===== src/hw/rtl/dfe_pkg.sv =====
package dfe_pkg;

   localparam int QUEUE_DEPTH = 2;
   localparam int WORK_DEPTH  = 5;
   localparam int COUNT_W     = $clog2(WORK_DEPTH + 1);

   localparam logic [7:0] ASCII_UPPER_I   = 8'h49;
   localparam logic [7:0] ASCII_LOWER_I   = 8'h69;
   localparam logic [7:0] ASCII_LOWER_L   = 8'h6C;
   localparam logic [7:0] ASCII_UPPER_L   = 8'h4C;
   localparam logic [7:0] ASCII_LOWER_S   = 8'h73;
   localparam logic [7:0] TAG_DISTINCT    = 8'h38;
   localparam logic [7:0] NO_TAG          = 8'h00;
   localparam logic [7:0] LEAD_C2         = 8'hC2;
   localparam logic [7:0] LEAD_C3         = 8'hC3;
   localparam logic [7:0] LEAD_C4         = 8'hC4;
   localparam logic [7:0] LEAD_C5         = 8'hC5;
   localparam logic [7:0] LEAD_C7         = 8'hC7;
   localparam logic [7:0] LEAD_C8         = 8'hC8;
   localparam logic [7:0] LEAD_E1         = 8'hE1;
   localparam logic [7:0] TRAIL_B7        = 8'hB7;
   localparam logic [7:0] TRAIL_BA        = 8'hBA;
   localparam logic [7:0] TRAIL_9E        = 8'h9E;
   localparam logic [7:0] TRAIL_B0        = 8'hB0;
   localparam logic [7:0] TRAIL_B1        = 8'hB1;

   typedef enum logic [1:0] {
      KIND_PLAIN,
      KIND_TURK_I,
      KIND_TURK_B0
   } kind_type;

   typedef struct packed {
      logic [7:0] text;
      logic       eot;
      kind_type   kind;
   } entry_type;

   typedef enum logic [1:0] {
      ST_LOAD,
      ST_SCAN,
      ST_TAG
   } back_state_type;

   typedef struct packed {
      logic       hit;
      logic [7:0] base;
      logic [7:0] tag;
   } fold_type;

   function automatic fold_type mk_fold(input logic [7:0] base, input logic [7:0] tag);
      fold_type res;
      res.hit  = 1'b1;
      res.base = base;
      res.tag  = tag;
      return res;
   endfunction

   function automatic fold_type fold_plain(input logic [7:0] c);
      fold_type res;
      res.hit  = 1'b0;
      res.base = c;
      res.tag  = NO_TAG;
      if (c >= 8'h41 && c <= 8'h5A) begin
         res.hit  = 1'b1;
         res.base = c + 8'd32;
      end else if ((c >= 8'h61 && c <= 8'h7A) || (c >= 8'h30 && c <= 8'h39) ||
                   c == 8'h20 || c == 8'h23 || c == 8'h2F) begin
         res.hit = 1'b1;
      end
      return res;
   endfunction

   function automatic logic is_lead(input logic [7:0] c);
      return c == LEAD_C3 || c == LEAD_C4 || c == LEAD_C5 || c == LEAD_C7 ||
             c == LEAD_C8 || c == LEAD_E1 || c == ASCII_LOWER_L || c == ASCII_UPPER_L;
   endfunction

   function automatic fold_type fold_pair(input logic [7:0] lead, input logic [7:0] trail);
      fold_type res;
      res = '{hit: 1'b0, base: 8'h00, tag: NO_TAG};
      unique case ({lead, trail}) inside
         16'hC481, 16'hC480:                     res = mk_fold("a", "1");
         16'hC493, 16'hC492:                     res = mk_fold("e", "1");
         16'hC4AB, 16'hC4AA:                     res = mk_fold("i", "1");
         16'hC58D, 16'hC58C:                     res = mk_fold("o", "1");
         16'hC5AB, 16'hC5AA:                     res = mk_fold("u", "1");
         16'hC3A1, 16'hC381:                     res = mk_fold("a", "2");
         16'hC3A9, 16'hC389:                     res = mk_fold("e", "2");
         16'hC3AD, 16'hC38D:                     res = mk_fold("i", "2");
         16'hC3B3, 16'hC393:                     res = mk_fold("o", "2");
         16'hC3BA, 16'hC39A:                     res = mk_fold("u", "2");
         16'hC3BD, 16'hC39D:                     res = mk_fold("y", "2");
         16'hC78E, 16'hC78D, 16'hC483, 16'hC482: res = mk_fold("a", "3");
         16'hC49B, 16'hC49A:                     res = mk_fold("e", "3");
         16'hC790, 16'hC78F:                     res = mk_fold("i", "3");
         16'hC792, 16'hC791:                     res = mk_fold("o", "3");
         16'hC794, 16'hC793:                     res = mk_fold("u", "3");
         16'hC5A1, 16'hC5A0:                     res = mk_fold("s", "3");
         16'hC48D, 16'hC48C:                     res = mk_fold("c", "3");
         16'hC5BE, 16'hC5BD:                     res = mk_fold("z", "3");
         16'hC599, 16'hC598:                     res = mk_fold("r", "3");
         16'hC588, 16'hC587:                     res = mk_fold("n", "3");
         16'hC4BE, 16'hC4BD:                     res = mk_fold("l", "3");
         16'hC5A5, 16'hC5A4:                     res = mk_fold("t", "3");
         16'hC48F, 16'hC48E:                     res = mk_fold("d", "3");
         16'hC49F, 16'hC49E:                     res = mk_fold("g", "3");
         16'hC3A0, 16'hC380:                     res = mk_fold("a", "4");
         16'hC3A8, 16'hC388:                     res = mk_fold("e", "4");
         16'hC3AC, 16'hC38C:                     res = mk_fold("i", "4");
         16'hC3B2, 16'hC392:                     res = mk_fold("o", "4");
         16'hC3B9, 16'hC399:                     res = mk_fold("u", "4");
         16'hC3A2, 16'hC382:                     res = mk_fold("a", "5");
         16'hC3AA, 16'hC38A:                     res = mk_fold("e", "5");
         16'hC3AE, 16'hC38E:                     res = mk_fold("i", "5");
         16'hC3B4, 16'hC394:                     res = mk_fold("o", "5");
         16'hC3BB, 16'hC39B:                     res = mk_fold("u", "5");
         16'hC3A4, 16'hC384:                     res = mk_fold("a", "6");
         16'hC3AB, 16'hC38B:                     res = mk_fold("e", "6");
         16'hC3AF, 16'hC38F:                     res = mk_fold("i", "6");
         16'hC3B6, 16'hC396:                     res = mk_fold("o", "6");
         16'hC3BC, 16'hC39C:                     res = mk_fold("u", "6");
         16'hC3BF, 16'hC5B8:                     res = mk_fold("y", "6");
         16'hC3A3, 16'hC383:                     res = mk_fold("a", "7");
         16'hC3B1, 16'hC391:                     res = mk_fold("n", "7");
         16'hC3B5, 16'hC395:                     res = mk_fold("o", "7");
         16'hC39F:                               res = mk_fold("s", "8");
         16'hC4B1:                               res = mk_fold("i", "8");
         16'hC3A7, 16'hC387:                     res = mk_fold("c", NO_TAG);
         16'hC5AF, 16'hC5AE:                     res = mk_fold("u", NO_TAG);
         16'hC899, 16'hC898, 16'hC59F, 16'hC59E: res = mk_fold("s", NO_TAG);
         16'hC89B, 16'hC89A:                     res = mk_fold("t", NO_TAG);
         default:                                res = '{hit: 1'b0, base: 8'h00, tag: NO_TAG};
      endcase
      return res;
   endfunction

endpackage


===== src/hw/rtl/dfe_front.sv =====
module dfe_front (
   input  logic                 clock,
   input  logic                 reset,
   input  logic                 req_tvalid,
   output logic                 req_tready,
   input  logic [7:0]           req_tdata,
   input  logic                 req_tlast,
   input  logic                 csr_valid,
   output logic                 csr_ready,
   input  logic                 csr_data,
   output logic                 push_valid,
   input  logic                 push_ready,
   output dfe_pkg::entry_type   push_entry
);

   logic               turkish_ff;
   logic               turkish_in;
   dfe_pkg::kind_type  kind;

   assign csr_ready  = 1'b1;
   assign turkish_in = (csr_valid && csr_ready) ? csr_data : turkish_ff;

   always_ff @(posedge clock) begin
      if (reset) begin
         turkish_ff <= 1'b0;
      end else begin
         turkish_ff <= turkish_in;
      end
   end

   always_comb begin
      kind = dfe_pkg::KIND_PLAIN;
      if (turkish_ff && req_tdata == dfe_pkg::ASCII_UPPER_I) begin
         kind = dfe_pkg::KIND_TURK_I;
      end else if (turkish_ff && req_tdata == dfe_pkg::TRAIL_B0) begin
         kind = dfe_pkg::KIND_TURK_B0;
      end
   end

   assign push_valid      = req_tvalid;
   assign req_tready      = push_ready;
   assign push_entry.text = req_tdata;
   assign push_entry.eot  = req_tlast;
   assign push_entry.kind = kind;

endmodule


===== src/hw/rtl/dfe_queue.sv =====
module dfe_queue #(
   parameter int DEPTH = dfe_pkg::QUEUE_DEPTH
) (
   input  logic                 clock,
   input  logic                 reset,
   input  logic                 in_valid,
   output logic                 in_ready,
   input  dfe_pkg::entry_type   in_entry,
   output logic                 out_valid,
   input  logic                 out_ready,
   output dfe_pkg::entry_type   out_entry
);

   localparam int PTR_W = $clog2(DEPTH);
   localparam int CNT_W = $clog2(DEPTH + 1);

   dfe_pkg::entry_type entries_ff [DEPTH];
   logic [PTR_W-1:0]   wr_ptr_ff;
   logic [PTR_W-1:0]   wr_ptr_in;
   logic [PTR_W-1:0]   rd_ptr_ff;
   logic [PTR_W-1:0]   rd_ptr_in;
   logic [CNT_W-1:0]   fill_ff;
   logic [CNT_W-1:0]   fill_in;
   logic               push;
   logic               pop;

   assign in_ready  = fill_ff != CNT_W'(DEPTH);
   assign out_valid = fill_ff != '0;
   assign out_entry = entries_ff[rd_ptr_ff];
   assign push      = in_valid && in_ready;
   assign pop       = out_valid && out_ready;

   always_comb begin
      wr_ptr_in = wr_ptr_ff;
      rd_ptr_in = rd_ptr_ff;
      fill_in   = fill_ff;
      if (push) begin
         wr_ptr_in = (wr_ptr_ff == PTR_W'(DEPTH - 1)) ? '0 : wr_ptr_ff + PTR_W'(1);
      end
      if (pop) begin
         rd_ptr_in = (rd_ptr_ff == PTR_W'(DEPTH - 1)) ? '0 : rd_ptr_ff + PTR_W'(1);
      end
      if (push && !pop) begin
         fill_in = fill_ff + CNT_W'(1);
      end else if (pop && !push) begin
         fill_in = fill_ff - CNT_W'(1);
      end
   end

   always_ff @(posedge clock) begin
      if (reset) begin
         wr_ptr_ff <= '0;
         rd_ptr_ff <= '0;
         fill_ff   <= '0;
      end else begin
         wr_ptr_ff <= wr_ptr_in;
         rd_ptr_ff <= rd_ptr_in;
         fill_ff   <= fill_in;
      end
   end

   always_ff @(posedge clock) begin
      if (push) begin
         entries_ff[wr_ptr_ff] <= in_entry;
      end
   end

endmodule


===== src/hw/rtl/dfe_back.sv =====
module dfe_back (
   input  logic                 clock,
   input  logic                 reset,
   input  logic                 pop_valid,
   output logic                 pop_ready,
   input  dfe_pkg::entry_type   pop_entry,
   output logic                 rsp_tvalid,
   input  logic                 rsp_tready,
   output logic [7:0]           rsp_tdata,
   output logic                 rsp_tuser,
   output logic                 rsp_tlast
);

   localparam int WD = dfe_pkg::WORK_DEPTH;
   localparam int CW = dfe_pkg::COUNT_W;

   dfe_pkg::back_state_type state_ff;
   dfe_pkg::back_state_type state_in;

   logic [WD-1:0][7:0] work_ff;
   logic [WD-1:0][7:0] work_in;
   logic [CW-1:0]      count_ff;
   logic [CW-1:0]      count_in;
   logic               eot_ff;
   logic               eot_in;
   logic [7:0]         tag_ff;
   logic [7:0]         tag_in;
   logic [7:0]         hold_ff;
   logic [7:0]         hold_in;
   logic               hold_valid_ff;
   logic               hold_valid_in;
   logic               rsp_valid_ff;
   logic               rsp_valid_in;
   logic [7:0]         rsp_data_ff;
   logic [7:0]         rsp_data_in;
   logic               rsp_has_ff;
   logic               rsp_has_in;
   logic               rsp_last_ff;
   logic               rsp_last_in;

   logic [7:0]         w0;
   logic [7:0]         w1;
   logic [7:0]         w2;
   logic [7:0]         w3;
   logic               l_start;
   logic               match4;
   logic               match3;
   logic               match2;
   logic               match_any;
   logic               prefix;
   logic               scan_done;
   dfe_pkg::fold_type  pair;
   dfe_pkg::fold_type  plain;

   logic               step_emit;
   logic [7:0]         step_byte;
   logic [7:0]         step_tag;
   logic               go_tag;
   logic [2:0]         consume;
   logic               finish;
   logic               need_push;
   logic               out_free;
   logic               stall;
   logic               pop;

   assign w0 = work_ff[0];
   assign w1 = work_ff[1];
   assign w2 = work_ff[2];
   assign w3 = work_ff[3];

   assign l_start = (w0 == dfe_pkg::ASCII_LOWER_L || w0 == dfe_pkg::ASCII_UPPER_L) &&
                    w1 == dfe_pkg::LEAD_C2;
   assign match4  = count_ff >= CW'(4) && l_start && w2 == dfe_pkg::TRAIL_B7 &&
                    (w3 == dfe_pkg::ASCII_LOWER_L || w3 == dfe_pkg::ASCII_UPPER_L);
   assign match3  = count_ff >= CW'(3) && w0 == dfe_pkg::LEAD_E1 &&
                    w1 == dfe_pkg::TRAIL_BA && w2 == dfe_pkg::TRAIL_9E;
   assign pair    = dfe_pkg::fold_pair(w0, w1);
   assign plain   = dfe_pkg::fold_plain(w0);
   assign match2  = count_ff >= CW'(2) && pair.hit;
   assign match_any = match4 || match3 || match2;

   always_comb begin
      prefix = 1'b0;
      if (count_ff == CW'(1)) begin
         prefix = dfe_pkg::is_lead(w0);
      end else if (count_ff == CW'(2)) begin
         prefix = l_start || (w0 == dfe_pkg::LEAD_E1 && w1 == dfe_pkg::TRAIL_BA);
      end else if (count_ff == CW'(3)) begin
         prefix = l_start && w2 == dfe_pkg::TRAIL_B7;
      end
   end

   assign scan_done = count_ff == '0 || (!match_any && prefix && !eot_ff);

   always_comb begin
      step_emit = 1'b0;
      step_byte = 8'h00;
      step_tag  = dfe_pkg::NO_TAG;
      go_tag    = 1'b0;
      consume   = 3'd0;
      if (state_ff == dfe_pkg::ST_TAG) begin
         step_emit = 1'b1;
         step_byte = tag_ff;
      end else if (state_ff == dfe_pkg::ST_SCAN && !scan_done) begin
         if (match4) begin
            step_emit = 1'b1;
            step_byte = dfe_pkg::ASCII_LOWER_L;
            step_tag  = dfe_pkg::TAG_DISTINCT;
            go_tag    = 1'b1;
            consume   = 3'd4;
         end else if (match3) begin
            step_emit = 1'b1;
            step_byte = dfe_pkg::ASCII_LOWER_S;
            step_tag  = dfe_pkg::TAG_DISTINCT;
            go_tag    = 1'b1;
            consume   = 3'd3;
         end else if (match2) begin
            step_emit = 1'b1;
            step_byte = pair.base;
            step_tag  = pair.tag;
            go_tag    = pair.tag != dfe_pkg::NO_TAG;
            consume   = 3'd2;
         end else begin
            step_emit = plain.hit;
            step_byte = plain.base;
            consume   = 3'd1;
         end
      end
   end

   assign finish    = state_ff == dfe_pkg::ST_SCAN && scan_done;
   assign out_free  = !rsp_valid_ff || rsp_tready;
   assign need_push = (step_emit && hold_valid_ff) || (finish && (hold_valid_ff || eot_ff));
   assign stall     = need_push && !out_free;
   assign pop       = !stall && pop_valid && (state_ff == dfe_pkg::ST_LOAD || finish);
   assign pop_ready = pop;

   always_comb begin
      state_in = state_ff;
      unique case (state_ff)
         dfe_pkg::ST_LOAD: begin
            if (pop) begin
               state_in = dfe_pkg::ST_SCAN;
            end
         end
         dfe_pkg::ST_SCAN: begin
            if (!stall) begin
               if (finish) begin
                  state_in = pop ? dfe_pkg::ST_SCAN : dfe_pkg::ST_LOAD;
               end else if (go_tag) begin
                  state_in = dfe_pkg::ST_TAG;
               end
            end
         end
         dfe_pkg::ST_TAG: begin
            if (!stall) begin
               state_in = dfe_pkg::ST_SCAN;
            end
         end
         default: state_in = dfe_pkg::ST_LOAD;
      endcase
   end

   always_comb begin
      work_in       = work_ff;
      count_in      = count_ff;
      eot_in        = eot_ff;
      tag_in        = tag_ff;
      hold_in       = hold_ff;
      hold_valid_in = hold_valid_ff;
      rsp_valid_in  = rsp_valid_ff && !rsp_tready;
      rsp_data_in   = rsp_data_ff;
      rsp_has_in    = rsp_has_ff;
      rsp_last_in   = rsp_last_ff;
      if (!stall) begin
         if (step_emit) begin
            if (hold_valid_ff) begin
               rsp_valid_in = 1'b1;
               rsp_data_in  = hold_ff;
               rsp_has_in   = 1'b1;
               rsp_last_in  = 1'b0;
            end
            hold_in       = step_byte;
            hold_valid_in = 1'b1;
         end
         if (go_tag) begin
            tag_in = step_tag;
         end
         if (finish) begin
            if (hold_valid_ff) begin
               rsp_valid_in  = 1'b1;
               rsp_data_in   = hold_ff;
               rsp_has_in    = 1'b1;
               rsp_last_in   = 1'b1;
               hold_valid_in = 1'b0;
            end else if (eot_ff) begin
               rsp_valid_in = 1'b1;
               rsp_data_in  = 8'h00;
               rsp_has_in   = 1'b0;
               rsp_last_in  = 1'b1;
            end
         end
         if (consume != 3'd0) begin
            work_in  = work_ff >> {consume, 3'b000};
            count_in = count_ff - CW'(consume);
         end
         if (pop) begin
            eot_in = pop_entry.eot;
            case (pop_entry.kind)
               dfe_pkg::KIND_TURK_I: begin
                  for (int i = 0; i < WD; i++) begin
                     if (CW'(i) == count_ff) begin
                        work_in[i] = dfe_pkg::LEAD_C4;
                     end
                     if (CW'(i) == count_ff + CW'(1)) begin
                        work_in[i] = dfe_pkg::TRAIL_B1;
                     end
                  end
                  count_in = count_ff + CW'(2);
               end
               dfe_pkg::KIND_TURK_B0: begin
                  if (count_ff == CW'(1) && w0 == dfe_pkg::LEAD_C4) begin
                     work_in[0] = dfe_pkg::ASCII_LOWER_I;
                  end else begin
                     for (int i = 0; i < WD; i++) begin
                        if (CW'(i) == count_ff) begin
                           work_in[i] = dfe_pkg::TRAIL_B0;
                        end
                     end
                     count_in = count_ff + CW'(1);
                  end
               end
               default: begin
                  for (int i = 0; i < WD; i++) begin
                     if (CW'(i) == count_ff) begin
                        work_in[i] = pop_entry.text;
                     end
                  end
                  count_in = count_ff + CW'(1);
               end
            endcase
         end
      end
   end

   always_ff @(posedge clock) begin
      if (reset) begin
         state_ff      <= dfe_pkg::ST_LOAD;
         count_ff      <= '0;
         eot_ff        <= 1'b0;
         hold_valid_ff <= 1'b0;
         rsp_valid_ff  <= 1'b0;
      end else begin
         state_ff      <= state_in;
         count_ff      <= count_in;
         eot_ff        <= eot_in;
         hold_valid_ff <= hold_valid_in;
         rsp_valid_ff  <= rsp_valid_in;
      end
   end

   always_ff @(posedge clock) begin
      work_ff     <= work_in;
      tag_ff      <= tag_in;
      hold_ff     <= hold_in;
      rsp_data_ff <= rsp_data_in;
      rsp_has_ff  <= rsp_has_in;
      rsp_last_ff <= rsp_last_in;
   end

   assign rsp_tvalid = rsp_valid_ff;
   assign rsp_tdata  = rsp_data_ff;
   assign rsp_tuser  = rsp_has_ff;
   assign rsp_tlast  = rsp_last_ff;

endmodule


===== src/hw/rtl/diacritic_fold_encoder_core.sv =====
// A beat is registered in the input queue, then popped into the scan unit's work buffer.
// Each result byte waits in a hold register until the next byte or the beat's end moves it out.
// Bytes are folded or dropped one at a time; closing a beat pops the next queued beat with it.
// The single result register and the queue depth set how far each side can stall alone.
// Synchronous reset empties the queue and the pending bytes and clears Turkish mode.
module diacritic_fold_encoder_core #(
   parameter int QUEUE_DEPTH = dfe_pkg::QUEUE_DEPTH
) (
   input  logic       clock,
   input  logic       reset,
   input  logic       req_tvalid,
   output logic       req_tready,
   input  logic [7:0] req_tdata,   // text_byte
   input  logic       req_tlast,
   output logic       rsp_tvalid,
   input  logic       rsp_tready,
   output logic [7:0] rsp_tdata,   // out_byte
   output logic       rsp_tuser,   // has_byte
   output logic       rsp_tlast,
   input  logic       csr_valid,
   output logic       csr_ready,
   input  logic       csr_data
);

   logic               push_valid;
   logic               push_ready;
   dfe_pkg::entry_type push_entry;
   logic               pop_valid;
   logic               pop_ready;
   dfe_pkg::entry_type pop_entry;

   dfe_front u_front (
      .clock      (clock),
      .reset      (reset),
      .req_tvalid (req_tvalid),
      .req_tready (req_tready),
      .req_tdata  (req_tdata),
      .req_tlast  (req_tlast),
      .csr_valid  (csr_valid),
      .csr_ready  (csr_ready),
      .csr_data   (csr_data),
      .push_valid (push_valid),
      .push_ready (push_ready),
      .push_entry (push_entry)
   );

   dfe_queue #(
      .DEPTH (QUEUE_DEPTH)
   ) u_queue (
      .clock     (clock),
      .reset     (reset),
      .in_valid  (push_valid),
      .in_ready  (push_ready),
      .in_entry  (push_entry),
      .out_valid (pop_valid),
      .out_ready (pop_ready),
      .out_entry (pop_entry)
   );

   dfe_back u_back (
      .clock      (clock),
      .reset      (reset),
      .pop_valid  (pop_valid),
      .pop_ready  (pop_ready),
      .pop_entry  (pop_entry),
      .rsp_tvalid (rsp_tvalid),
      .rsp_tready (rsp_tready),
      .rsp_tdata  (rsp_tdata),
      .rsp_tuser  (rsp_tuser),
      .rsp_tlast  (rsp_tlast)
   );

endmodule


===== config.mk =====
export PLATFORM = sky130hd
export DESIGN_NAME = diacritic_fold_encoder_core
export DESIGN_NICKNAME = d
export VERILOG_FILES = /design/src/hw/rtl/dfe_pkg.sv /design/src/hw/rtl/dfe_front.sv /design/src/hw/rtl/dfe_queue.sv /design/src/hw/rtl/dfe_back.sv /design/src/hw/rtl/diacritic_fold_encoder_core.sv
export SDC_FILE = /design/constraint.sdc
export NUM_CORES = 1
export LEC_CHECK = 0
export BUFFER_PORTS_ARGS = -buffer_cell sky130_fd_sc_hd__buf_2
export CAP_MARGIN = 15
export CORE_MARGIN = 2
export CORE_UTILIZATION = 53
export CTS_CLUSTER_SIZE = 40
export DETAILED_ROUTE_END_ITERATION = 12
export GPL_TIMING_DRIVEN = 0
export PLACE_DENSITY = 0.76
export SYNTH_ARGS = -nofsm -noshare
export SYNTH_HDL_FRONTEND = slang
export SYNTH_SLANG_ARGS = --single-unit

===== constraint.sdc =====
create_clock -name clock -period 4.3 [get_ports clock]
set_input_delay 0.86 -clock clock [delete_from_list [all_inputs] [get_ports clock]]
set_output_delay 0.86 -clock clock [all_outputs]
set_load 0.01 [all_outputs]

==> results of run 1 <==
-- power groups by stage --
stage                     Sequential [W]  Clock [W]  Combinational (W)
final                            0.00164   0.000844            0.00402
after global routing             0.00165   0.000874            0.00428
after CTS                        0.00162   0.000846            0.00380
after detailed placement         0.00163          0            0.00371
after global placement           0.00162          0            0.00372
after floorplan                  0.00152          0            0.00267
-- critical path, stage by stage (launching register included) --
cell      delay [ns]
dfxtp_2         0.38
ha_1            0.25
ha_1            0.25
a211o_1         0.33
nand4_1         0.23
or3_1           0.15
clkbuf_1        0.43
nand2b_1        0.24
o31ai_1         0.43
buf_2           0.36
buf_1           0.65
o21ai_0         0.25
-- state kept, by name (all words and copies together), names as in the netlist, named ones only --
name                  count
u_back.w0                 8
u_back.rsp_tdata          8
u_back.rsp_tvalid         1
u_back.state_ff           2
u_back.count_ff           3
u_back.rsp_tlast          1
u_back.w1                 8
u_queue.fill_ff           2
u_back.w2                 8
u_back.tag_ff             5
u_queue.wr_ptr_ff         1
u_back.hold_valid_ff      1
u_queue.entries_ff       22
u_back.rsp_tuser          1
u_queue.rd_ptr_ff         1
u_front.turkish_ff        1
u_back.eot_ff             1
u_back.hold_ff            8
u_back.w3                 8
u_back.work_ff            8
-- logic make-up after synthesis --
| family | after synthesis |
|---|---|
| xor gates and xnor gates | 6 |
| DFF | 99 |
| and+or+nand+nor | 385 |
| AOI/OAI and AO/OA | 338 |
| other | 1 |
| muxes | 24 |
| buffers and inverters | 97 |
| adders and majority gates | 15 |
-- path summary, 6_finish.rpt --
check	end	from	depth (start not counted)	slack, ns
worst max register to register	u_back.hold_ff[5]	u_back.count_ff[0]	11	0.06
worst min-delay path	u_front.turkish_ff	u_front.turkish_ff	2	0.50
worst min register to register	u_front.turkish_ff	u_front.turkish_ff	2	0.50
worst max-delay path	u_back.hold_ff[5]	u_back.count_ff[0]	11	0.06
-- per-stage QoR --
stage / area [um^2] / cells / worst slack [ns] / setup TNS, ns
detailed placement: 8620 / 1180 / -0.528 / -18.79
global route: 9230 / 1205 / -0.00808 / -0.00808
finish: 9240 / 1206 / 0.0605 / 0
CTS: 9100 / 1200 / 0.00810 / 0
global placement: 8600 / 1179 / -1.21 / -65.94
floorplan: 8240 / 965 / 0.410 / 0
-- layout by cell type (no fill, tap or decap), types with 8 or more instances in the layout --
cell type  Yosys  routed
and3_1        11      10
nand2_1       91      89
buf_4          4      16
buf_2         21      44
nor2_1        87      84
a21oi_1       69      68
a21o_1        18      18
o211ai_1       9       9
mux2i_1       16      16
o221a_2        8       8
mux2_2         8       8
a22oi_1       15      15
edfxtp_1      85      85
or3_1         10      10
nor2b_1       19      14
clkbuf_1      33      28
nand3_1       26      26
dfxtp_1       14      12
o21ai_0       64      63
o22ai_1       35      35
and2_1        14      14
a31oi_1       17      17
inv_1         23      22
o31ai_1        9       9
nand4_1       18      18
clkbuf_16      0      10
nor4_1        10       8
ha_1          14      14
nor3_1        30      26
nand2b_1      16      16
-- routing by layer --
metal  GRT usage  part of all wire
met3      0.0694             0.095
met2       0.610              0.45
met4       0.250             0.070
met1       0.486              0.38
met5           0                 0
-- area by class of cell --
cell class / count / share of cell area
sequential: 99 / 0.307
tap: 188 / 0.0255
timing repair buffer: 39 / 0.0260
inverter: 25 / 0.0122
antenna: 1 / 0.000271
multi-input combinational: 769 / 0.553
clock inverter: 5 / 0.00582
buffer: 69 / 0.0429
clock buffer: 11 / 0.0275
-- repair_timing --
| item | 4_1_cts | 5_1_grt |
|---|---|---|
| resized for setup | 33 | 31 |
| pin swaps | 4 | 4 |
| setup buffers | 6 | 6 |
| setup endpoints to repair | 92 | 51 |
| cloned | 0 | 0 |
==> impl_metrics.toml, run 1 <==
[logic_synthesis]
ys_ff_latch = 99
syn_nets = 995
async_reset_ff_frac = 0
synth-simple-area-share = 0.255
yosysTopAreaCell = "edfxtp_1"
synthAdderAreaFrac = 0.0237
synthTopCellsByCount = "nand2_1 (91), nor2_1 (87), edfxtp_1 (85)"
syn_avg_cell_area_um2 = 8.54
synth_top_area_frac = 0.310
syn-cell-area_um2 = 8240
synth.distinct_cells = 93
synth_compound_area_frac = 0.281
synth_xor_area_frac = 0.00638
ys.flop_type = "edfxtp_1"
synth_edf_count = 85
synth_most_common_cell = "nand2_1"
synth_top_family_by_area = "compound AO/OA/AOI/OAI gates"
synth_top_cells_by_area = "edfxtp_1 (31%), a21oi_1 (4.2%), nand2_1 (4.1%), nor2_1 (4.0%), o21ai_0 (3.9%)"
syn_inst = 965
synth-seq-area-share = 0.344
synth_mux_area_frac = 0.0304
yosys_warnings = 0

[global_route]
grt_max_degree = 40
antenna_found_initial = 0
grt_pass1_vias = 8052
overflow = 0
grt_pass1_wl_um = 47900
grt_usage = 0.385

[routing]
drt_pass1_iterations = 6
wl_per_cell_um = 26.4
vias_per_cell = 7.24
remaining_drc_errors = 0
drtAntennaViolNets = 0
drt_iter0_markers = 1305
dr_total_vias = 8733
routed_wl_um = 31800

[floorplan]
row_count = 45
initial_core_util = 0.542
die_x_um = 129
core_area_um2 = 15200
fp.dieH_um = 129
io_pins = 28
die_area_um2 = 16600

[timing]
setup_viol = 0
post-route-min-period_ns = 4.24
fin_skew_ns = 0.00876
timing.fmax_mhz = 236
period_share = 0.986
hold_viol = 0
worst_pin_slew_ns = 0.994
timing.final.max_slew_violations = 0
holdWs_ns = 0.501
relSlewSlack = 0.335

[worst_setup_path]
crit_type = "flop to flop"
cp-end-kind = "flop"
start_kind = "flop"
arrival_ns = 4.31
cp_max_fo = 10
required_ns = 4.37

[power_and_ir_drop]
power.total_w = 0.00650
p_leak_nw = 3.42
seqPwrFrac = 0.252
p_comb_frac = 0.618
power.switching_w = 0.00334
power_switching_share = 0.513
internal-power_w = 0.00316
pwr-share-clk = 0.130
peakVddDrop_mv = 0.629
power_density_nw_per_um2 = 703

[clock_tree]
cts_sinks = 99
hold_buffers = 0
clkLatencyLatePin_ns = 0.36
cts_root_buf = "clkbuf_16"
clkTransAtPathRegs_ns = 0.08
htree_levels = 3
cts_made_buffers = 9
cts.path.max_buffers = 2
cts_tree = "done"

[place]
dp_hpwl_um = 24000
gp_congestion = 1.04
portBuffers = 26

[run_status]
run_status = "complete, no violations"

[final_layout]
layout.nets = 1042
multi_input_area_um2 = 5110
register_area_um2 = 2840
drive_gt1_frac = 0.169
area_growth_pct = 12.1
fillerInstances = 1338
utilization = 0.608

[min_path]
hold_path.class = "flop to flop"

[flow_run]
cap_viol_max_count = 0
Power figures use the tool's default switching activity.
==> run 2, diff against run 1 <==
--- a/config.mk
+++ b/config.mk
@@ -7,6 +7,7 @@
 export LEC_CHECK = 0
 export BUFFER_PORTS_ARGS = -buffer_cell sky130_fd_sc_hd__buf_2
 export CAP_MARGIN = 15
+export CORE_ASPECT_RATIO = 1.5
 export CORE_MARGIN = 2
 export CORE_UTILIZATION = 53
 export CTS_CLUSTER_SIZE = 40
==> constraint.sdc (replaced) <==
create_clock -name clock -period 4.3 [get_ports clock]
set_input_delay 0.215 -clock clock [delete_from_list [all_inputs] [get_ports clock]]
set_output_delay 0.215 -clock clock [all_outputs]
set_load 0.01 [all_outputs]
==> run 2 against run 1 <==
Compared with the run above:
- register-to-register slack got worse by 0.03 ns
- fmax fell by 0.80%
- clock skew rose by 0.011 ns
- routed wire length increased by 4.5%
- combinational power about the same
- design area is essentially flat
- critical endpoint is now u_back.count_ff[2]
- worst hold slack got worse by 0.47 ns
- total power is 0.69% higher
- die area up 0.13%
- sequential share of layout area barely moved
- flip-flop and latch count did not move
- cell count up 0.33%
==> impl_metrics.toml, run 2 (synthesized netlist as in run 1, its figures left out) <==
[clock_tree]
cts_root_buf = "clkbuf_16"
cts_sinks = 99
cts_tree = "done"
clkLatencyLatePin_ns = 0.37
htree_levels = 3
clkTransAtPathRegs_ns = 0.08
cts.path.max_buffers = 2
cts_made_buffers = 9

[timing]
worst_pin_slew_ns = 1.00
timing.fmax_mhz = 234
fin_skew_ns = 0.0202
setup-tns-final_ns = 0
period_share = 0.994
timing.final.max_slew_violations = 0
hold_viol = 0
layout_setup_ws_ns = 0.0263
rsz0062_at_grt = "true"
relSlewSlack = 0.313
setup_viol = 0
post-route-min-period_ns = 4.27

[place]
placed_cell_area_um2 = 8640
portBuffers = 26
gp_congestion = 1.11
dp_hpwl_um = 24700
post-place-cells = 1191
place_ws_ns = -0.659

[floorplan]
die_x_um = 106
initial_core_util = 0.544
core_area_um2 = 15100
row_count = 55
io_pins = 28
die_area_um2 = 16600
fp.dieH_um = 157

[global_route]
grt_max_degree = 40
antenna_found_initial = 0
grt_usage = 0.415
overflow = 0
grt_pass1_wl_um = 51200
grt_pass1_vias = 8714

[power_and_ir_drop]
power_density_nw_per_um2 = 708
peakVddDrop_mv = 0.424
p_leak_nw = 3.39

[worst_setup_path]
arrival_ns = 4.55
cp_max_fo = 10
start_kind = "flop"
cp-end-kind = "flop"
crit_type = "flop to flop"
required_ns = 4.58

[final_layout]
layout_common_cells = "nand2_1 (88), edfxtp_1 (85), nor2_1 (84), a21oi_1 (68), o21ai_0 (61)"
largest_register = "u_queue.entries_ff"
n_antenna_cell = 0
layout.nets = 1036
utilization = 0.610
register_area_um2 = 2840
layout_commonest_cell = "nand2_1"
largest_reg_flops = 22
fillerInstances = 1397
area_growth_pct = 12.2
multi_input_area_um2 = 5150
drive_gt1_frac = 0.163
design_area_um2 = 9240
final_cell_count_no_fill = 1210

[routing]
vias_per_cell = 7.25
routed_wl_um = 33200
met1_length_um = 10700
dr_wl_met3_um = 3060
drtAntennaViolNets = 0
dr_wl_met2_um = 16000
routed.top_layer = "met4"
drt_pass1_iterations = 8
remaining_drc_errors = 0
wl_per_cell_um = 27.5
drt_iter0_markers = 991
dr_total_vias = 8774

[flow_run]
cap_viol_max_count = 0

[min_path]
hold_path.class = "primary input to flop"

[run_status]
run_status = "complete, no violations"
run 2: changes by cell type in the layout (fill, tap and decap cells not counted), moves of 3 or more:
cell	previous run	this run
clkbuf_4	4	1
nor2b_2	5	1
clkbuf_2	3	6
buf_4	16	11
nor2b_1	14	17
run 2: layout make-up:
class | count | area share
sequential | 99 | 0.307
timing repair buffer | 32 | 0.0203
tap | 199 | 0.0269
multi-input combinational | 769 | 0.558
clock inverter | 5 | 0.00582
clock buffer | 11 | 0.0275
inverter | 25 | 0.0110
buffer | 70 | 0.0439
run 2: critical path, cell delays in order (launching register included):
cell	delay, ns
dfxtp_2	0.38
inv_1	0.11
ha_1	0.21
nand2b_1	0.34
a21o_1	0.36
a211oi_2	0.33
a211oi_4	0.12
buf_4	0.19
a21oi_4	0.24
nand2_4	0.13
inv_6	0.13
buf_6	0.18
ha_1	0.17
inv_1	0.05
fa_1	0.43
or3_1	0.36
a31o_2	0.20
a311oi_1	0.23
run 2: final timing paths:
check	start	to	slack, ns	depth (start not counted)
setup reg to reg	u_back.count_ff[1]	u_back.count_ff[2]	0.03	17
setup / recovery	u_back.count_ff[1]	u_back.count_ff[2]	0.03	17
hold reg to reg	u_queue.rd_ptr_ff	flop	0.52	2
hold / removal	req_tlast	u_queue.entries_ff[1][2]	0.03	1
run 2: layer usage:
metal,GRT usage,vias to the layer above
met3,0.104,253
met2,0.696,653
met1,0.433,4051
met5,0,-
met4,0.355,0
li1,-,3817
run 2: report_power, final:
group / switching (W) / internal, W / leakage (nW)
clock network: 0.000418 / 0.000443 / 0.150
registers: 0.000280 / 0.00135 / 1.01
logic: 0.00269 / 0.00136 / 2.23
total: 0.00339 / 0.00315 / 3.39
run 2: through the flow:
stage	total power (W)	hold slack (ns)
global route	0.00686	0.0440
global placement	0.00531	0.404
finish	0.00654	0.0332
detailed placement	0.00533	0.407
floorplan	0.00419	0.287
CTS	0.00627	0.0405
run 2: timing repair:
item | in CTS | in global routing
buffers inserted | 3 | 2
setup endpoints to repair | 74 | 66
hold buffers | 0 | 0
gates resized for setup | 39 | 29
pin swaps | 3 | 5
